$ cat src/tsched_pkg.sv
`default_nettype none
// ----------------------------------------------------------------------------
// tsched_pkg
// Shared types, codes and defaults of the tick-driven task scheduler.
// ----------------------------------------------------------------------------
package tsched_pkg;

   localparam int NUM_TASKS_DEF = 8;
   localparam int TICK_BITS_DEF = 16;

   // Fixed field widths of the transaction ports.
   localparam int ID_W    = 3;
   localparam int SVC_W   = 8;
   localparam int OUT16_W = 16;
   localparam int QUANT_W = 4;

   // Configuration port.
   localparam int CSR_AW  = 3;
   localparam int CSR_DW  = 32;
   localparam int REG_IDX_W = 1;
   localparam logic [REG_IDX_W-1:0] REG_MODE    = 1'b0;
   localparam logic [REG_IDX_W-1:0] REG_QUANTUM = 1'b1;

   localparam logic                 MODE_RESET    = 1'b1;
   localparam logic [QUANT_W-1:0]   QUANTUM_RESET = 4'd3;

   // Item kinds and scheduling modes.
   localparam logic KIND_ARRIVAL = 1'b0;
   localparam logic KIND_TICK    = 1'b1;
   localparam logic MODE_FCFS    = 1'b0;
   localparam logic MODE_RR      = 1'b1;

   localparam logic [OUT16_W-1:0] WAIT_MAX = 16'hFFFF;

   typedef struct packed {
      logic                mode;
      logic [QUANT_W-1:0]  quantum;
   } cfg_type;

   typedef struct packed {
      logic latch;    // capture the accepted transaction
      logic arrive;   // enqueue or reject an arrival
      logic charge;   // charge one tick to the running task
      logic select;   // rotate or dispatch
      logic age;      // age queued tasks, advance tick and slice phase
      logic report;   // load the result register
   } cmd_type;

   typedef struct packed {
      logic in_is_tick;
   } sts_type;

endpackage : tsched_pkg
`default_nettype wire

$ cat src/tsched_csr.sv
`default_nettype none
// ----------------------------------------------------------------------------
// tsched_csr
// Configuration registers: scheduling mode and round robin quantum.
// ----------------------------------------------------------------------------
module tsched_csr (
   input  wire logic                          clock,
   input  wire logic                          reset,
   input  wire logic                          csr_psel,
   input  wire logic                          csr_penable,
   input  wire logic                          csr_pwrite,
   input  wire logic [tsched_pkg::CSR_AW-1:0] csr_paddr,
   input  wire logic [tsched_pkg::CSR_DW-1:0] csr_pwdata,
   output logic      [tsched_pkg::CSR_DW-1:0] csr_prdata,
   output logic                               csr_pready,
   output tsched_pkg::cfg_type                cfg
);

   logic                              mode_ff, mode_in;
   logic [tsched_pkg::QUANT_W-1:0]    quantum_ff, quantum_in;
   logic [tsched_pkg::REG_IDX_W-1:0]  reg_idx;
   logic                              wr_en;

   assign csr_pready = 1'b1;
   assign reg_idx    = csr_paddr[2 +: tsched_pkg::REG_IDX_W];
   assign wr_en      = csr_psel & csr_penable & csr_pwrite & csr_pready;

   always_comb begin
      mode_in    = mode_ff;
      quantum_in = quantum_ff;
      if (wr_en) begin
         case (reg_idx)
            tsched_pkg::REG_MODE: begin
               mode_in = csr_pwdata[0];
            end
            tsched_pkg::REG_QUANTUM: begin
               quantum_in = csr_pwdata[tsched_pkg::QUANT_W-1:0];
            end
            default: begin
               mode_in = mode_ff;
            end
         endcase
      end
   end

   always_comb begin
      case (reg_idx)
         tsched_pkg::REG_MODE: begin
            csr_prdata = tsched_pkg::CSR_DW'(mode_ff);
         end
         tsched_pkg::REG_QUANTUM: begin
            csr_prdata = tsched_pkg::CSR_DW'(quantum_ff);
         end
         default: begin
            csr_prdata = '0;
         end
      endcase
   end

   always_ff @(posedge clock) begin
      if (reset) begin
         mode_ff    <= tsched_pkg::MODE_RESET;
         quantum_ff <= tsched_pkg::QUANTUM_RESET;
      end else begin
         mode_ff    <= mode_in;
         quantum_ff <= quantum_in;
      end
   end

   assign cfg.mode    = mode_ff;
   assign cfg.quantum = quantum_ff;

endmodule : tsched_csr
`default_nettype wire

$ cat src/tsched_ctrl.sv
`default_nettype none
// ----------------------------------------------------------------------------
// tsched_ctrl
// Sequencer of the scheduler: steps one transaction through its phases and
// owns the result valid flag.
// ----------------------------------------------------------------------------
module tsched_ctrl (
   input  wire logic          clock,
   input  wire logic          reset,
   input  wire logic          req_valid,
   output logic               req_stall,
   output logic               rsp_valid,
   input  wire logic          rsp_stall,
   input  tsched_pkg::sts_type sts,
   output tsched_pkg::cmd_type cmd
);

   localparam int ST_W = 3;
   localparam logic [ST_W-1:0] ST_IDLE   = 3'd0;
   localparam logic [ST_W-1:0] ST_ARRIVE = 3'd1;
   localparam logic [ST_W-1:0] ST_CHARGE = 3'd2;
   localparam logic [ST_W-1:0] ST_SELECT = 3'd3;
   localparam logic [ST_W-1:0] ST_AGE    = 3'd4;
   localparam logic [ST_W-1:0] ST_REPORT = 3'd5;

   logic [ST_W-1:0] state_ff, state_in;
   logic            rsp_valid_ff, rsp_valid_in;
   logic            out_free;
   logic            accept;

   assign req_stall = (state_ff != ST_IDLE);
   assign accept    = req_valid & ~req_stall;
   // The result register can be loaded when empty or emptied in this cycle.
   assign out_free  = ~rsp_valid_ff | ~rsp_stall;

   always_comb begin
      state_in   = state_ff;
      cmd        = '0;
      case (state_ff)
         ST_IDLE: begin
            if (accept) begin
               cmd.latch = 1'b1;
               state_in  = (sts.in_is_tick == tsched_pkg::KIND_TICK) ? ST_CHARGE : ST_ARRIVE;
            end
         end
         ST_ARRIVE: begin
            cmd.arrive = 1'b1;
            state_in   = ST_REPORT;
         end
         ST_CHARGE: begin
            cmd.charge = 1'b1;
            state_in   = ST_SELECT;
         end
         ST_SELECT: begin
            cmd.select = 1'b1;
            state_in   = ST_AGE;
         end
         ST_AGE: begin
            cmd.age  = 1'b1;
            state_in = ST_REPORT;
         end
         ST_REPORT: begin
            if (out_free) begin
               cmd.report = 1'b1;
               state_in   = ST_IDLE;
            end
         end
         default: begin
            state_in = ST_IDLE;
         end
      endcase
   end

   always_comb begin
      rsp_valid_in = rsp_valid_ff;
      if (cmd.report) begin
         rsp_valid_in = 1'b1;
      end else if (rsp_valid_ff && !rsp_stall) begin
         rsp_valid_in = 1'b0;
      end
   end

   always_ff @(posedge clock) begin
      if (reset) begin
         state_ff     <= ST_IDLE;
         rsp_valid_ff <= 1'b0;
      end else begin
         state_ff     <= state_in;
         rsp_valid_ff <= rsp_valid_in;
      end
   end

   assign rsp_valid = rsp_valid_ff;

   // A new result only ever appears after the report step.
   a_rsp_from_report: assert property (@(posedge clock) disable iff (reset)
      $rose(rsp_valid_ff) |-> $past(state_ff == ST_REPORT))
      else $error("result valid rose outside the report step");

   // An accepted transaction always starts one of the two work sequences.
   a_accept_starts_work: assert property (@(posedge clock) disable iff (reset)
      accept |=> (state_ff == ST_ARRIVE || state_ff == ST_CHARGE))
      else $error("accepted transaction did not start processing");

endmodule : tsched_ctrl
`default_nettype wire

$ cat src/tsched_dp.sv
`default_nettype none
// ----------------------------------------------------------------------------
// tsched_dp
// Scheduler datapath: ready queue, per-task records, processor state, tick
// and slice counters, and the result register.
// ----------------------------------------------------------------------------
module tsched_dp #(
   parameter int NUM_TASKS = tsched_pkg::NUM_TASKS_DEF,
   parameter int TICK_BITS = tsched_pkg::TICK_BITS_DEF
) (
   input  wire logic                              clock,
   input  wire logic                              reset,
   input  tsched_pkg::cmd_type                    cmd,
   output tsched_pkg::sts_type                    sts,
   input  tsched_pkg::cfg_type                    cfg,
   input  wire logic                              req_kind,
   input  wire logic [tsched_pkg::ID_W-1:0]       req_task_id,
   input  wire logic [tsched_pkg::SVC_W-1:0]      req_service_time,
   output logic      [tsched_pkg::OUT16_W-1:0]    rsp_tick_number,
   output logic                                   rsp_running_valid,
   output logic      [tsched_pkg::ID_W-1:0]       rsp_running_id,
   output logic      [tsched_pkg::SVC_W-1:0]      rsp_remaining,
   output logic                                   rsp_done_valid,
   output logic      [tsched_pkg::ID_W-1:0]       rsp_done_id,
   output logic      [tsched_pkg::OUT16_W-1:0]    rsp_done_wait,
   output logic      [tsched_pkg::OUT16_W-1:0]    rsp_done_turnaround,
   output logic                                   rsp_rejected
);

   localparam int IDW = $clog2(NUM_TASKS);
   localparam int CW  = $clog2(NUM_TASKS + 1);
   localparam int SW  = CW + 1;
   localparam int SVW = tsched_pkg::SVC_W;
   localparam int OW  = tsched_pkg::OUT16_W;
   localparam int QW  = tsched_pkg::QUANT_W;

   // Ready queue and per-task records.
   logic [IDW-1:0]       fifo_ff      [NUM_TASKS];
   logic [IDW-1:0]       fifo_in      [NUM_TASKS];
   logic [SVW-1:0]       remain_ff    [NUM_TASKS];
   logic [SVW-1:0]       remain_in    [NUM_TASKS];
   logic [OW-1:0]        wait_ff      [NUM_TASKS];
   logic [OW-1:0]        wait_in      [NUM_TASKS];
   logic [TICK_BITS-1:0] arrival_ff   [NUM_TASKS];
   logic [TICK_BITS-1:0] arrival_in   [NUM_TASKS];
   logic [NUM_TASKS-1:0] active_ff, active_in;

   logic [IDW-1:0]       head_ff, head_in;
   logic [CW-1:0]        count_ff, count_in;
   logic                 busy_ff, busy_in;
   logic [IDW-1:0]       cpu_ff, cpu_in;
   logic [TICK_BITS-1:0] tick_ff, tick_in;
   logic [QW-1:0]        phase_ff, phase_in;

   // Captured transaction and per-item flags.
   logic [tsched_pkg::ID_W-1:0] id_ff, id_in;
   logic [SVW-1:0]              svc_ff, svc_in;
   logic [TICK_BITS-1:0]        now_ff, now_in;
   logic                        dvalid_ff, dvalid_in;
   logic [IDW-1:0]              did_ff, did_in;
   logic [OW-1:0]               dwait_ff, dwait_in;
   logic [OW-1:0]               dturn_ff, dturn_in;
   logic                        rej_ff, rej_in;

   // Result register.
   logic [OW-1:0]               o_tick_ff, o_tick_in;
   logic                        o_rv_ff, o_rv_in;
   logic [tsched_pkg::ID_W-1:0] o_rid_ff, o_rid_in;
   logic [SVW-1:0]              o_rem_ff, o_rem_in;
   logic                        o_dv_ff, o_dv_in;
   logic [tsched_pkg::ID_W-1:0] o_did_ff, o_did_in;
   logic [OW-1:0]               o_dwait_ff, o_dwait_in;
   logic [OW-1:0]               o_dturn_ff, o_dturn_in;
   logic                        o_rej_ff, o_rej_in;

   logic [IDW-1:0]  id_idx;
   logic            id_out_of_range;
   logic [SW-1:0]   tail_sum;
   logic [IDW-1:0]  tail_idx;
   logic [IDW-1:0]  head_next;
   logic [QW-1:0]   q_eff;
   logic [QW:0]     phase_inc;
   logic [TICK_BITS-1:0] turn_full;

   assign sts.in_is_tick = req_kind;

   assign id_idx          = IDW'(id_ff);
   assign id_out_of_range = (32'(id_ff) >= 32'(NUM_TASKS));
   assign tail_sum        = SW'(head_ff) + SW'(count_ff);
   assign tail_idx        = (tail_sum >= SW'(NUM_TASKS)) ? IDW'(tail_sum - SW'(NUM_TASKS))
                                                         : IDW'(tail_sum);
   assign head_next       = (head_ff == IDW'(NUM_TASKS - 1)) ? '0 : head_ff + 1'b1;
   assign q_eff           = (cfg.quantum == '0) ? QW'(1) : cfg.quantum;
   assign phase_inc       = {1'b0, phase_ff} + 1'b1;
   assign turn_full       = now_ff - arrival_ff[cpu_ff];

   always_comb begin
      fifo_in    = fifo_ff;
      remain_in  = remain_ff;
      wait_in    = wait_ff;
      arrival_in = arrival_ff;
      active_in  = active_ff;
      head_in    = head_ff;
      count_in   = count_ff;
      busy_in    = busy_ff;
      cpu_in     = cpu_ff;
      tick_in    = tick_ff;
      phase_in   = phase_ff;
      id_in      = id_ff;
      svc_in     = svc_ff;
      now_in     = now_ff;
      dvalid_in  = dvalid_ff;
      did_in     = did_ff;
      dwait_in   = dwait_ff;
      dturn_in   = dturn_ff;
      rej_in     = rej_ff;

      if (cmd.latch) begin
         id_in     = req_task_id;
         svc_in    = req_service_time;
         now_in    = tick_ff;
         dvalid_in = 1'b0;
         did_in    = '0;
         dwait_in  = '0;
         dturn_in  = '0;
         rej_in    = 1'b0;
      end

      if (cmd.arrive) begin
         if (id_out_of_range || active_ff[id_idx] || (count_ff >= CW'(NUM_TASKS))) begin
            rej_in = 1'b1;
         end else begin
            remain_in[id_idx]  = (svc_ff == '0) ? SVW'(1) : svc_ff;
            wait_in[id_idx]    = '0;
            arrival_in[id_idx] = now_ff;
            active_in[id_idx]  = 1'b1;
            fifo_in[tail_idx]  = id_idx;
            count_in           = count_ff + 1'b1;
         end
      end

      if (cmd.charge && busy_ff) begin
         if (remain_ff[cpu_ff] <= SVW'(1)) begin
            remain_in[cpu_ff] = '0;
            active_in[cpu_ff] = 1'b0;
            busy_in           = 1'b0;
            dvalid_in         = 1'b1;
            did_in            = cpu_ff;
            dwait_in          = wait_ff[cpu_ff];
            dturn_in          = OW'(turn_full);
         end else begin
            remain_in[cpu_ff] = remain_ff[cpu_ff] - 1'b1;
         end
      end

      if (cmd.select && (count_ff != '0)) begin
         if ((cfg.mode == tsched_pkg::MODE_RR) && busy_ff && (phase_ff == '0)) begin
            // Running task goes to the rear while the head takes over; the
            // tail slot never equals the head slot here since a task runs.
            fifo_in[tail_idx] = cpu_ff;
            cpu_in            = fifo_ff[head_ff];
            head_in           = head_next;
         end else if (!busy_ff) begin
            cpu_in   = fifo_ff[head_ff];
            busy_in  = 1'b1;
            head_in  = head_next;
            count_in = count_ff - 1'b1;
         end
      end

      if (cmd.age) begin
         // Every active task other than the running one sits in the queue.
         for (int t = 0; t < NUM_TASKS; t++) begin
            if (active_ff[t] && !(busy_ff && (cpu_ff == IDW'(t))) &&
                (wait_ff[t] != tsched_pkg::WAIT_MAX)) begin
               wait_in[t] = wait_ff[t] + 1'b1;
            end
         end
         phase_in = (phase_inc >= {1'b0, q_eff}) ? '0 : phase_inc[QW-1:0];
         tick_in  = tick_ff + 1'b1;
      end
   end

   always_comb begin
      o_tick_in  = o_tick_ff;
      o_rv_in    = o_rv_ff;
      o_rid_in   = o_rid_ff;
      o_rem_in   = o_rem_ff;
      o_dv_in    = o_dv_ff;
      o_did_in   = o_did_ff;
      o_dwait_in = o_dwait_ff;
      o_dturn_in = o_dturn_ff;
      o_rej_in   = o_rej_ff;
      if (cmd.report) begin
         o_tick_in  = OW'(now_ff);
         o_rv_in    = busy_ff;
         o_rid_in   = busy_ff ? tsched_pkg::ID_W'(cpu_ff) : '0;
         o_rem_in   = busy_ff ? remain_ff[cpu_ff] : '0;
         o_dv_in    = dvalid_ff;
         o_did_in   = tsched_pkg::ID_W'(did_ff);
         o_dwait_in = dwait_ff;
         o_dturn_in = dturn_ff;
         o_rej_in   = rej_ff;
      end
   end

   always_ff @(posedge clock) begin
      if (reset) begin
         active_ff <= '0;
         head_ff   <= '0;
         count_ff  <= '0;
         busy_ff   <= 1'b0;
         cpu_ff    <= '0;
         tick_ff   <= '0;
         phase_ff  <= '0;
      end else begin
         active_ff <= active_in;
         head_ff   <= head_in;
         count_ff  <= count_in;
         busy_ff   <= busy_in;
         cpu_ff    <= cpu_in;
         tick_ff   <= tick_in;
         phase_ff  <= phase_in;
      end
   end

   always_ff @(posedge clock) begin
      fifo_ff    <= fifo_in;
      remain_ff  <= remain_in;
      wait_ff    <= wait_in;
      arrival_ff <= arrival_in;
      id_ff      <= id_in;
      svc_ff     <= svc_in;
      now_ff     <= now_in;
      dvalid_ff  <= dvalid_in;
      did_ff     <= did_in;
      dwait_ff   <= dwait_in;
      dturn_ff   <= dturn_in;
      rej_ff     <= rej_in;
      o_tick_ff  <= o_tick_in;
      o_rv_ff    <= o_rv_in;
      o_rid_ff   <= o_rid_in;
      o_rem_ff   <= o_rem_in;
      o_dv_ff    <= o_dv_in;
      o_did_ff   <= o_did_in;
      o_dwait_ff <= o_dwait_in;
      o_dturn_ff <= o_dturn_in;
      o_rej_ff   <= o_rej_in;
   end

   assign rsp_tick_number     = o_tick_ff;
   assign rsp_running_valid   = o_rv_ff;
   assign rsp_running_id      = o_rid_ff;
   assign rsp_remaining       = o_rem_ff;
   assign rsp_done_valid      = o_dv_ff;
   assign rsp_done_id         = o_did_ff;
   assign rsp_done_wait       = o_dwait_ff;
   assign rsp_done_turnaround = o_dturn_ff;
   assign rsp_rejected        = o_rej_ff;

   // Every active task is either queued or on the processor, never both.
   a_active_accounting: assert property (@(posedge clock) disable iff (reset)
      $countones(active_ff) == (32'(count_ff) + 32'(busy_ff)))
      else $error("active task count disagrees with queue and processor");

   // The task on the processor is always an active one.
   a_running_active: assert property (@(posedge clock) disable iff (reset)
      busy_ff |-> active_ff[cpu_ff])
      else $error("running task is not marked active");

   // A completion is only recorded by the charge step of a busy processor.
   a_done_from_busy: assert property (@(posedge clock) disable iff (reset)
      $rose(dvalid_ff) |-> $past(cmd.charge && busy_ff))
      else $error("completion recorded without a running task");

endmodule : tsched_dp
`default_nettype wire

$ cat src/task_scheduler_fcfs_round_robin_top.sv
`default_nettype none
// An arrival transaction passes through the arrive and report steps, a tick
// transaction through the charge, select, age and report steps; the report
// step loads the result register once it is free. A new transaction is taken
// only after the previous one has left the report step, so one is in flight.
// Reset (synchronous) empties the queue, idles the processor, zeroes the
// counters, and sets round robin mode with a quantum of 3.
// ----------------------------------------------------------------------------
// task_scheduler_fcfs_round_robin_top
// Tick-driven task scheduler with first come first served and round robin
// modes, one result transaction per input transaction.
// ----------------------------------------------------------------------------
module task_scheduler_fcfs_round_robin_top #(
   parameter int NUM_TASKS = tsched_pkg::NUM_TASKS_DEF,
   parameter int TICK_BITS = tsched_pkg::TICK_BITS_DEF
) (
   input  wire logic                              clock,
   input  wire logic                              reset,
   input  wire logic                              req_valid,
   output logic                                   req_stall,
   input  wire logic                              req_kind,
   input  wire logic [tsched_pkg::ID_W-1:0]       req_task_id,
   input  wire logic [tsched_pkg::SVC_W-1:0]      req_service_time,
   output logic                                   rsp_valid,
   input  wire logic                              rsp_stall,
   output logic      [tsched_pkg::OUT16_W-1:0]    rsp_tick_number,
   output logic                                   rsp_running_valid,
   output logic      [tsched_pkg::ID_W-1:0]       rsp_running_id,
   output logic      [tsched_pkg::SVC_W-1:0]      rsp_remaining,
   output logic                                   rsp_done_valid,
   output logic      [tsched_pkg::ID_W-1:0]       rsp_done_id,
   output logic      [tsched_pkg::OUT16_W-1:0]    rsp_done_wait,
   output logic      [tsched_pkg::OUT16_W-1:0]    rsp_done_turnaround,
   output logic                                   rsp_rejected,
   input  wire logic                              csr_psel,
   input  wire logic                              csr_penable,
   input  wire logic                              csr_pwrite,
   input  wire logic [tsched_pkg::CSR_AW-1:0]     csr_paddr,
   input  wire logic [tsched_pkg::CSR_DW-1:0]     csr_pwdata,
   output logic      [tsched_pkg::CSR_DW-1:0]     csr_prdata,
   output logic                                   csr_pready
);

   tsched_pkg::cfg_type cfg;
   tsched_pkg::cmd_type cmd;
   tsched_pkg::sts_type sts;

   tsched_csr u_csr (
      .clock       (clock),
      .reset       (reset),
      .csr_psel    (csr_psel),
      .csr_penable (csr_penable),
      .csr_pwrite  (csr_pwrite),
      .csr_paddr   (csr_paddr),
      .csr_pwdata  (csr_pwdata),
      .csr_prdata  (csr_prdata),
      .csr_pready  (csr_pready),
      .cfg         (cfg)
   );

   tsched_ctrl u_ctrl (
      .clock     (clock),
      .reset     (reset),
      .req_valid (req_valid),
      .req_stall (req_stall),
      .rsp_valid (rsp_valid),
      .rsp_stall (rsp_stall),
      .sts       (sts),
      .cmd       (cmd)
   );

   tsched_dp #(
      .NUM_TASKS (NUM_TASKS),
      .TICK_BITS (TICK_BITS)
   ) u_dp (
      .clock               (clock),
      .reset               (reset),
      .cmd                 (cmd),
      .sts                 (sts),
      .cfg                 (cfg),
      .req_kind            (req_kind),
      .req_task_id         (req_task_id),
      .req_service_time    (req_service_time),
      .rsp_tick_number     (rsp_tick_number),
      .rsp_running_valid   (rsp_running_valid),
      .rsp_running_id      (rsp_running_id),
      .rsp_remaining       (rsp_remaining),
      .rsp_done_valid      (rsp_done_valid),
      .rsp_done_id         (rsp_done_id),
      .rsp_done_wait       (rsp_done_wait),
      .rsp_done_turnaround (rsp_done_turnaround),
      .rsp_rejected        (rsp_rejected)
   );

endmodule : task_scheduler_fcfs_round_robin_top
`default_nettype wire
$ cat config.mk
export PLATFORM = sky130hd
export DESIGN_NAME = task_scheduler_fcfs_round_robin_top
export DESIGN_NICKNAME = d
export VERILOG_FILES = /design/src/tsched_pkg.sv /design/src/tsched_csr.sv /design/src/tsched_ctrl.sv /design/src/tsched_dp.sv /design/src/task_scheduler_fcfs_round_robin_top.sv
export SDC_FILE = /design/constraint.sdc
export NUM_CORES = 1
export LEC_CHECK = 0
export BUFFER_PORTS_ARGS = -buffer_cell sky130_fd_sc_hd__buf_2
export CORE_MARGIN = 2
export CORE_UTILIZATION = 40
export CTS_BUF_LIST = sky130_fd_sc_hd__clkbuf_4 sky130_fd_sc_hd__clkbuf_8
export CTS_CLUSTER_DIAMETER = 30
export DETAILED_ROUTE_END_ITERATION = 10
export PLACE_DENSITY_LB_ADDON = 0.3
export SYNTH_ARGS = -nofsm -noshare
export SYNTH_HDL_FRONTEND = slang
export SYNTH_HIERARCHICAL = 1
export SYNTH_SLANG_ARGS = --single-unit
export TNS_END_PERCENT = 10
$ cat constraint.sdc
create_clock -name clock -period 6 [get_ports clock]
set_input_delay 1.2 -clock clock [delete_from_list [all_inputs] [get_ports clock]]
set_output_delay 1.2 -clock clock [all_outputs]
set_load 0.02 [all_outputs]
Word-level counts from Yosys, hierarchy flattened. Cells that the tools add are included.

Flip-flop bits (word level): 521. Input port bits: 54. Output and inout port bits: 100. Word-level logic and storage cells: 297.

Add/sub/neg operators: 17. Order comparisons: 15. Equality and inequality tests: 24. Muxes and demuxes: 103. Bitwise logic cells: 20. Reductions and logical operators: 58.

Operators with widths (number): $mux 128 (3); $mux 16 (19); $mux 64 (4); $add 16x1->16 const B (9); $and 128x128->128 (1); $bwmux 128 (1); $bwmux 64 (2); $ne 16x16->1 const B (8); $not 128->128 (1); $bmux 16 s3 (2); $mux 24 (4); $mux 8 (9); $and 64x64->64 (1); $not 64->64 (1); $pmux 32 s2 (1); $bwmux 24 (2); $demux 16 s3 (1); $demux 8 s3 (2); $mux 3 (14); $logic_and 1x1->1 (34); $mux 4 (7); $bmux 8 s3 (1); $mux 1 (24); $eq 3x3->1 const B (7); 42 further kinds (79).

Logic depth before layout (Yosys ltp). Gate-level depths: netlist of the first run.

Depth after elaboration: 14. Gate-level depth with buffers: 19. Gate-level depth less buffers: 13.

Hierarchy. Netlist of the first run, hierarchy kept.

Modules (own cells, without submodules): tsched_dp (times used 1, cells an instance 2001, area each 22806.9 sq um, sequential area each 12451.9 sq um); tsched_csr (times used 1, cells an instance 59, area each 493.0 sq um, sequential area each 100.1 sq um); tsched_ctrl (times used 1, cells an instance 28, area each 240.2 sq um, sequential area each 80.1 sq um).

Worst setup path after synthesis of the first run. OpenSTA, ideal clock, no wires.

Kind: reg-to-reg. From: register u_dp.cpu_ff[0]. To: register u_dp.dturn_ff[12]. Setup time: 0.135 ns. Data arrival time: 4.064 ns. Data required time: 5.865 ns. Setup slack: 1.802 ns. Cell stages (with the launch flop): 16. Path buffers: 5. Period minus slack after synthesis: 4.198 ns. Path through: dfxtp_1 -> buf_4 -> buf_2 -> buf_2 -> buf_2 -> buf_2 -> mux4_2 -> mux2i_1 -> fa_1 -> a21oi_1 -> o311ai_0 -> o221ai_1 -> a21boi_0 -> o21ai_0 -> o311ai_0 -> o21ai_0.

Cells in the longest elaborated chain, start to end: 7. Elaborated cells on any way between the ends: 11. Those cells by class: add/sub: 1; order compare: 1; mux: 8; bitwise: 1.

RTL lines: from (decl) (RTL line tsched_dp.sv:51) `logic [IDW-1:0] cpu_ff, cpu_in;`; from (signal assigned) (RTL line tsched_dp.sv:221) `cpu_ff <= cpu_in;`; $not 3->4 (not written as such) * (RTL line tsched_dp.sv:95, tsched_dp.sv:143); $bmux 16 s3 / $bmux 8 s3 (equally long branches) (RTL line tsched_dp.sv:95, tsched_dp.sv:143); $mux 16 (not written as such) / $mux 8 (equally long branches) (2 in series) (RTL line tsched_dp.sv:95, tsched_dp.sv:143); $sub 16x16->16 / $le 8x1->1 (equally long branches) (RTL line tsched_dp.sv:95, tsched_dp.sv:143); $mux 16 * (RTL line tsched_dp.sv:143) `if (remain_ff[cpu_ff] <= SVW'(1)) begin`; $mux 16 * (RTL line tsched_dp.sv:142) `if (cmd.charge && busy_ff) begin`; named net u_dp.dturn_in[12] (RTL line tsched_dp.sv:62) `logic [OW-1:0] dturn_ff, dturn_in;`; to (signal assigned) (RTL line tsched_dp.sv:238) `dturn_ff <= dturn_in;`; to (decl) (RTL line tsched_dp.sv:62).

Mark *: on every way through the listed nets, which the timed path passes. The rest lies on a longest branch. The select of a mux whose other input is x is not followed. A chain may end at the register's enable or synchronous reset.

Worst setup path in the final report of the first run. Same ends and word-level chain as after synthesis.

==> results.ini, run 1 <==
[setup_path]
crit_type=reg2reg
worstRegToRegCells=13
slowest_stage=o311ai_0
reg2reg_from=u_dp/cpu_ff[0]
arrival_ns=4.84
endpoint_kind=flop
worstPathRequired_ns=6.54
start_kind=flop
cp_max_fo=33
path_cells=mux4_2 > nand2_1 > nand2_1 > ha_1 > inv_1 > fa_1 > a21oi_1 > o311ai_0 > o221ai_1 > a21boi_0 > o21ai_0 > o311ai_0 > o21ai_0
r2r_slack_ns=1.70
max_stage_delay_ns=0.90
r2r_end=u_dp/dturn_ff[12]

[layout]
fillers=5373
finalNonFillerCells=3073
ff_latch_area_um2=12640
drive_above_1_share_pct=19.90
area_growth_pct=15.27
utilization_pct=46.85
multi_input_area_um2=10140
fin_nets=2304

[cts]
clock-sinks=521
hold_buffers=0
tritoncts=done
clock_latency_ns=0.71
cts_resized=0
numCtsBuffers=112
clock-root-buffer=clkbuf_8
cts_buffer_depth=3
post_cts_buffers=0
cts.clk_slew.worst_paths_ns=0.06
htreeDepth=3

[synth]
synth_cell_types=85
synthTopCellsByCount=301 x dfxtp_1, 255 x nand2_1, 220 x edfxtp_1, 137 x mux2i_1, 137 x nor2_1
yosysTopAreaCell=edfxtp_1
ys_warn_count=6
ys.flop_type=dfxtp_1
syn_area_per_cell_um2=11.27
synth_area_um2=23540
ys_seq_elements=521
synth_edf_count=220
netlist.area_leader.share_pct=28.06
synth_area_leaders=edfxtp_1 28%, dfxtp_1 26%, mux4_2 6.9%, mux2i_1 5.8%, nand2_1 4.1%
synthCells=2088
synth-async-reset-ratio_pct=0
seq_area_frac_synth_pct=53.66
yosysMostFrequentCell=dfxtp_1

[placement]
placed_cells=2860
io_buffers=94
place_ws_ns=1.821
gp_congestion=0.8651
dp_hpwl_um=38870

[routing]
num_vias=16940
wl_per_cell_um=19.44
drtIter0Drc=1244
ant_nets=0
post-route-drc-count=0
wirelength_um=59730
drt_pre_antenna_iters=5
vias_per_cell=5.512

[die]
initial_utilization_pct=40.65
dieArea_um2=60810
core_um2=57920
die_x_um=246.6
core.rowCount=88
ios=154
dieHeight_um=246.6

[timing]
max_freq_mhz=232.7
tightest_slew_ns=1.287
clock-skew-final_ns=0.03884
fin_ws_ns=1.703
drv_slew=0
rsz0062_at_grt=no
hold_viol_final=0
fin_crit_sh_pct=71.61
finalSetupTns_ns=0
relSlewSlack_pct=13.91
fin_crit_ns=4.297
finalSetupViolCount=0

[power_and_ir_drop]
p_leak_nw=9.968
totalPowerFinal_mw=9.998
irDropWorstVdd_mv=0.2036
p_per_area_nw_per_um2=368.5

[flow_run]
maxCapViolCount=0

[global_route]
grt_pass1_vias=16520
grt_max_degree=53
grt_use_total_pct=19.64
overflow=0
antenna_found_initial=1
grt_first_pass_wirelength_um=92740

[run_status]
status=complete, no violations

[min_path]
hp-class=reg2reg
min_path_cells=0
hp-start=u_dp/dturn_ff[6]
holdPathEnd=u_dp/rsp_done_turnaround[6]

==> metrics by stage <==
stage	area, um^2	hold slack (ns)
finish	27130	0.4249
global route	27130	0.4366
CTS	27130	0.4269
detailed placement	24540	0.4151
global placement	24540	0.4166
floorplan	23640	0.4081
==> where the power goes <==
group	internal (mW)	switching, mW	leakage [nW]
Combinational	0.566	0.783	4.14
Sequential	4.09	0.274	4.48
Clock	2.64	1.64	1.35
==> sequential cells by signal, indices dropped and copies added, names as in the netlist, 16 cells and up <==
signal / count
u_dp/tick_ff: 16
u_dp/rsp_done_turnaround: 16
u_dp/fifo_ff: 24
u_dp/now_ff: 16
u_dp/wait_ff: 128
u_dp/dwait_ff: 16
u_dp/arrival_ff: 128
u_dp/remain_ff: 64
u_dp/rsp_done_wait: 16
u_dp/rsp_tick_number: 16
u_dp/dturn_ff: 16
==> routing by layer <==
metal  GRT usage [%]  vias to the layer above  part of all wire [%]
met5               0                        -                     0
met4           8.735                        0                   3.2
met3           3.932                      129                   6.4
met2           30.33                      581                    45
met1           26.68                     8281                    45
li1                -                     7948                     -
==> worst max-delay path by stage <==
stage              startpoint                 to  slack (ns)  cells after the start
6_report       u_dp/cpu_ff[0]  u_dp/dturn_ff[12]        1.70                     13
2_1_floorplan  u_dp/cpu_ff[0]  u_dp/dturn_ff[12]        1.80                     15
3_5_place_dp   u_dp/cpu_ff[1]  u_dp/dwait_ff[10]        1.82                      8
3_3_place_gp   u_dp/cpu_ff[0]  u_dp/dturn_ff[12]        1.90                     13
5_1_grt        u_dp/cpu_ff[0]  u_dp/dturn_ff[12]        1.36                     13
4_1_cts        u_dp/cpu_ff[0]  u_dp/dturn_ff[12]        1.77                     13
==> cells in the final DEF (no fill, tap or decap), types with 36 or more instances in the layout <==
cell / count
dfxtp_1: 299
nand2_1: 255
edfxtp_1: 220
mux2i_1: 137
nor2_1: 136
clkbuf_8: 134
o21ai_0: 101
nand3_1: 99
buf_2: 94
a21oi_1: 77
mux4_2: 72
ha_1: 39
inv_1: 36
==> area by class of cell <==
class                      count  share of cell area (%)
inverter                      46                  0.6364
tap                          765                   3.528
timing repair buffer         114                   2.333
multi-input combinational   1414                   37.37
clock buffer                 161                   7.544
antenna                        1                0.009223
clock inverter                51                   2.001
sequential                   521                   46.58
==> kinds of logic after synthesis <==
group / share of synthesized area (%)
simple gates: 14.02
mux: 14.39
flops: 53.66
buf+inv: 3.768
compound gates: 9.541
other cells: 0.03190
xor+xnor: 2.344
fa+ha+maj: 2.243
==> critical path: cells and delay by family (launching register included) <==
kind,cells,cell delay (ns)
DFF,1,0.76
AOI/OAI and AO/OA,7,2.17
muxes,1,0.58
and+or+nand+nor,2,0.14
adders and majority gates,2,0.39
buffers and inverters,1,0.08
Note: power is estimated with default switching activity, not from simulation.
==> run 2, diff against run 1 <==
==> constraint.sdc (replaced) <==
create_clock -name clock -period 3.9 [get_ports clock]
set_input_delay 0.78 -clock clock [delete_from_list [all_inputs] [get_ports clock]]
set_output_delay 0.78 -clock clock [all_outputs]
set_load 0.02 [all_outputs]
==> run 2 against run 1 <==
Effect of this change: worst setup slack worse by 1.3 ns; cell count is 1.6% higher; combinational power is 59% higher; total power is 63% higher; non-clock buffer count is 40 higher; final area is 2.6% higher; largest power group is now the clock network; fmax is 23% higher; clock-buffer cell count is 11 lower; hold slack worse by 0.19 ns; wire length is 0.28% lower.
==> results.ini, run 2 (synthesis gave the netlist of run 1 again) <==
[layout]
fillers=5212  ; was 5373
final_cell_mix=299 x dfxtp_1, 255 x nand2_1, 220 x edfxtp_1  ; unchanged
utilization_pct=48.05  ; was 46.85%
fin_nets=2348  ; was 2304
layout_commonest_cell=dfxtp_1  ; unchanged
area_growth_pct=18.22  ; was 15.27%
drive_above_1_share_pct=21.51  ; was 19.90%
reg.largest.list=u_dp/arrival_ff x128, u_dp/wait_ff x128, u_dp/remain_ff x64  ; unchanged

[min_path]
hp-class=in2reg  ; was reg2reg

[setup_path]
arrival_ns=4.05  ; was 4.84 ns
start_kind=flop  ; unchanged
endpoint_kind=flop  ; unchanged
worstPathRequired_ns=4.45  ; was 6.54 ns
slowest_stage=dfxtp_4  ; was o311ai_0
max_stage_delay_ns=0.55  ; was 0.90 ns
crit_type=reg2reg  ; unchanged
cpMostUsedCell=o21ai_0
cp_max_fo=17  ; was 33
path_cells=buf_4 > mux4_2 > mux2i_1 > ha_1 > o21ai_0 > a21oi_1 > o221ai_1 > a21boi_0 > o311ai_0 > o21ai_0  ; was mux4_2 > nand2_1 > nand2_1 > ha_1 > inv_1 > fa_1 > a21oi_1 > o311ai_0 > o221ai_1 > a21boi_0 > o21ai_0 > o311ai_0 > o21ai_0

[global_route]
grt_use_total_pct=19.60  ; was 19.64%
grt_first_pass_wirelength_um=92590  ; was 92740 um
grt_max_degree=55  ; was 53
antenna_found_initial=1  ; unchanged
grt_pass1_vias=16810  ; was 16520
overflow=0  ; unchanged

[power_and_ir_drop]
p_seq_share_pct=41.1  ; was 43.7%
switching_power_mw=4.301  ; was 2.698 mW
internal_power_mw=12.04  ; was 7.300 mW
p_leak_nw=10.32  ; was 9.968 nW
clkPwrFrac_pct=45.8  ; was 42.8%
irDropWorstVdd_mv=0.2892  ; was 0.2036 mV
totalPowerFinal_mw=16.34  ; was 9.998 mW
comb_power_share_pct=13.1  ; was 13.5%
p_per_area_nw_per_um2=587.1  ; was 368.5 nW/um^2
switching_share_pct=26.33  ; was 26.99%

[cts]
post_cts_buffers=0  ; unchanged
clock_latency_ns=0.72  ; was 0.71 ns
cts.clk_slew.worst_paths_ns=0.06  ; about the same
hold_buffers=0  ; unchanged
cts_resized=0  ; unchanged
tritoncts=done  ; unchanged
numCtsBuffers=116  ; was 112
clock-root-buffer=clkbuf_8  ; unchanged
htreeDepth=3  ; unchanged
cts_buffer_depth=3  ; unchanged
clock-sinks=521  ; unchanged

[die]
dieHeight_um=246.6  ; unchanged
die_x_um=246.6  ; unchanged
ios=154  ; unchanged
core.rowCount=88  ; unchanged
core_um2=57920  ; unchanged
dieArea_um2=60810  ; unchanged
initial_utilization_pct=40.65  ; unchanged

[timing]
rsz0062_at_grt=no  ; unchanged
drv_slew=0  ; unchanged
hold_viol_final=0  ; unchanged
fin_crit_sh_pct=89.74  ; was 71.61%
fin_crit_ns=3.500  ; was 4.297 ns
tightest_slew_ns=1.103  ; was 1.287 ns
finalSetupTns_ns=0  ; unchanged
clock-skew-final_ns=0.03829  ; was 0.03884 ns
relSlewSlack_pct=24.56  ; was 13.91%
finalSetupViolCount=0  ; unchanged
max_freq_mhz=285.7  ; was 232.7 MHz

[routing]
wirelength_um=59570  ; was 59730 um
wl_per_cell_um=19.07  ; was 19.44 um
vias_per_cell=5.468  ; was 5.512
drtIter0Drc=1161  ; was 1244
num_vias=17080  ; was 16940
ant_nets=0  ; unchanged
drt_pre_antenna_iters=5  ; unchanged
post-route-drc-count=0  ; unchanged

[placement]
gp_congestion=0.8908  ; was 0.8651
io_buffers=94  ; unchanged
dp_hpwl_um=40370  ; was 38870 um

[run_status]
status=complete, no violations  ; unchanged

[flow_run]
maxCapViolCount=0  ; unchanged

## run 2: metal layers
layer	vias up	GRT usage [%]	share of wire, %
li1	8055	-	-
met1	8310	26.45	46
met2	564	30.35	45
met3	148	3.813	5.8
met4	0	9.196	3.4
met5	-	0	0
## run 2: through the flow
step                std cells  setup slack (ns)  instance area (um^2)  hold WS [ns]
floorplan                2115          -0.01461                 23650        0.4081
global placement         2900            0.5119                 24870        0.4154
detailed placement       2900            0.4519                 24870        0.4150
CTS                      3122            0.3834                 27830        0.1650
global route             3123            0.1318                 27830        0.2034
finish                   3123            0.4002                 27830        0.2348
## run 2: cell type report
cell class | count | area, um^2 | share of cell area (%)
tap | 765 | 957.2 | 3.439
multi-input combinational | 1414 | 10150 | 36.46
clock buffer | 150 | 1958 | 7.036
antenna | 1 | 2.502 | 0.008992
timing repair buffer | 154 | 958.4 | 3.444
inverter | 46 | 172.7 | 0.6204
sequential | 521 | 12640 | 45.42
clock inverter | 72 | 994.7 | 3.574
## run 2: worst max-delay path: cells and delay by family, from the launching register on
kind / cells / cell delay [ns]
compound gates: 6 / 1.47
buf+inv: 1 / 0.30
fa+ha+maj: 1 / 0.33
mux: 2 / 0.67
flops: 1 / 0.55
## run 2: power by group through the flow
stage	Sequential [mW]	Clock, mW	Combinational (mW)
2_1_floorplan	6.68	0	1.60
3_3_place_gp	6.79	0	2.05
3_5_place_dp	6.82	0	2.11
4_1_cts	6.71	7.63	2.13
5_1_grt	6.78	7.88	2.35
6_report	6.72	7.48	2.14
## run 2: final timing paths
path | start | to | slack (ns) | depth (start not counted)
setup reg to reg | u_dp/cpu_ff[0] | u_dp/dturn_ff[12] | 0.40 | 10
hold / removal | req_task_id[0] | u_dp/id_ff[0] | 0.23 | 1
hold reg to reg | u_dp/dturn_ff[7] | u_dp/rsp_done_turnaround[7] | 0.43 | 0
setup / recovery | u_dp/cpu_ff[0] | u_dp/dturn_ff[12] | 0.40 | 10
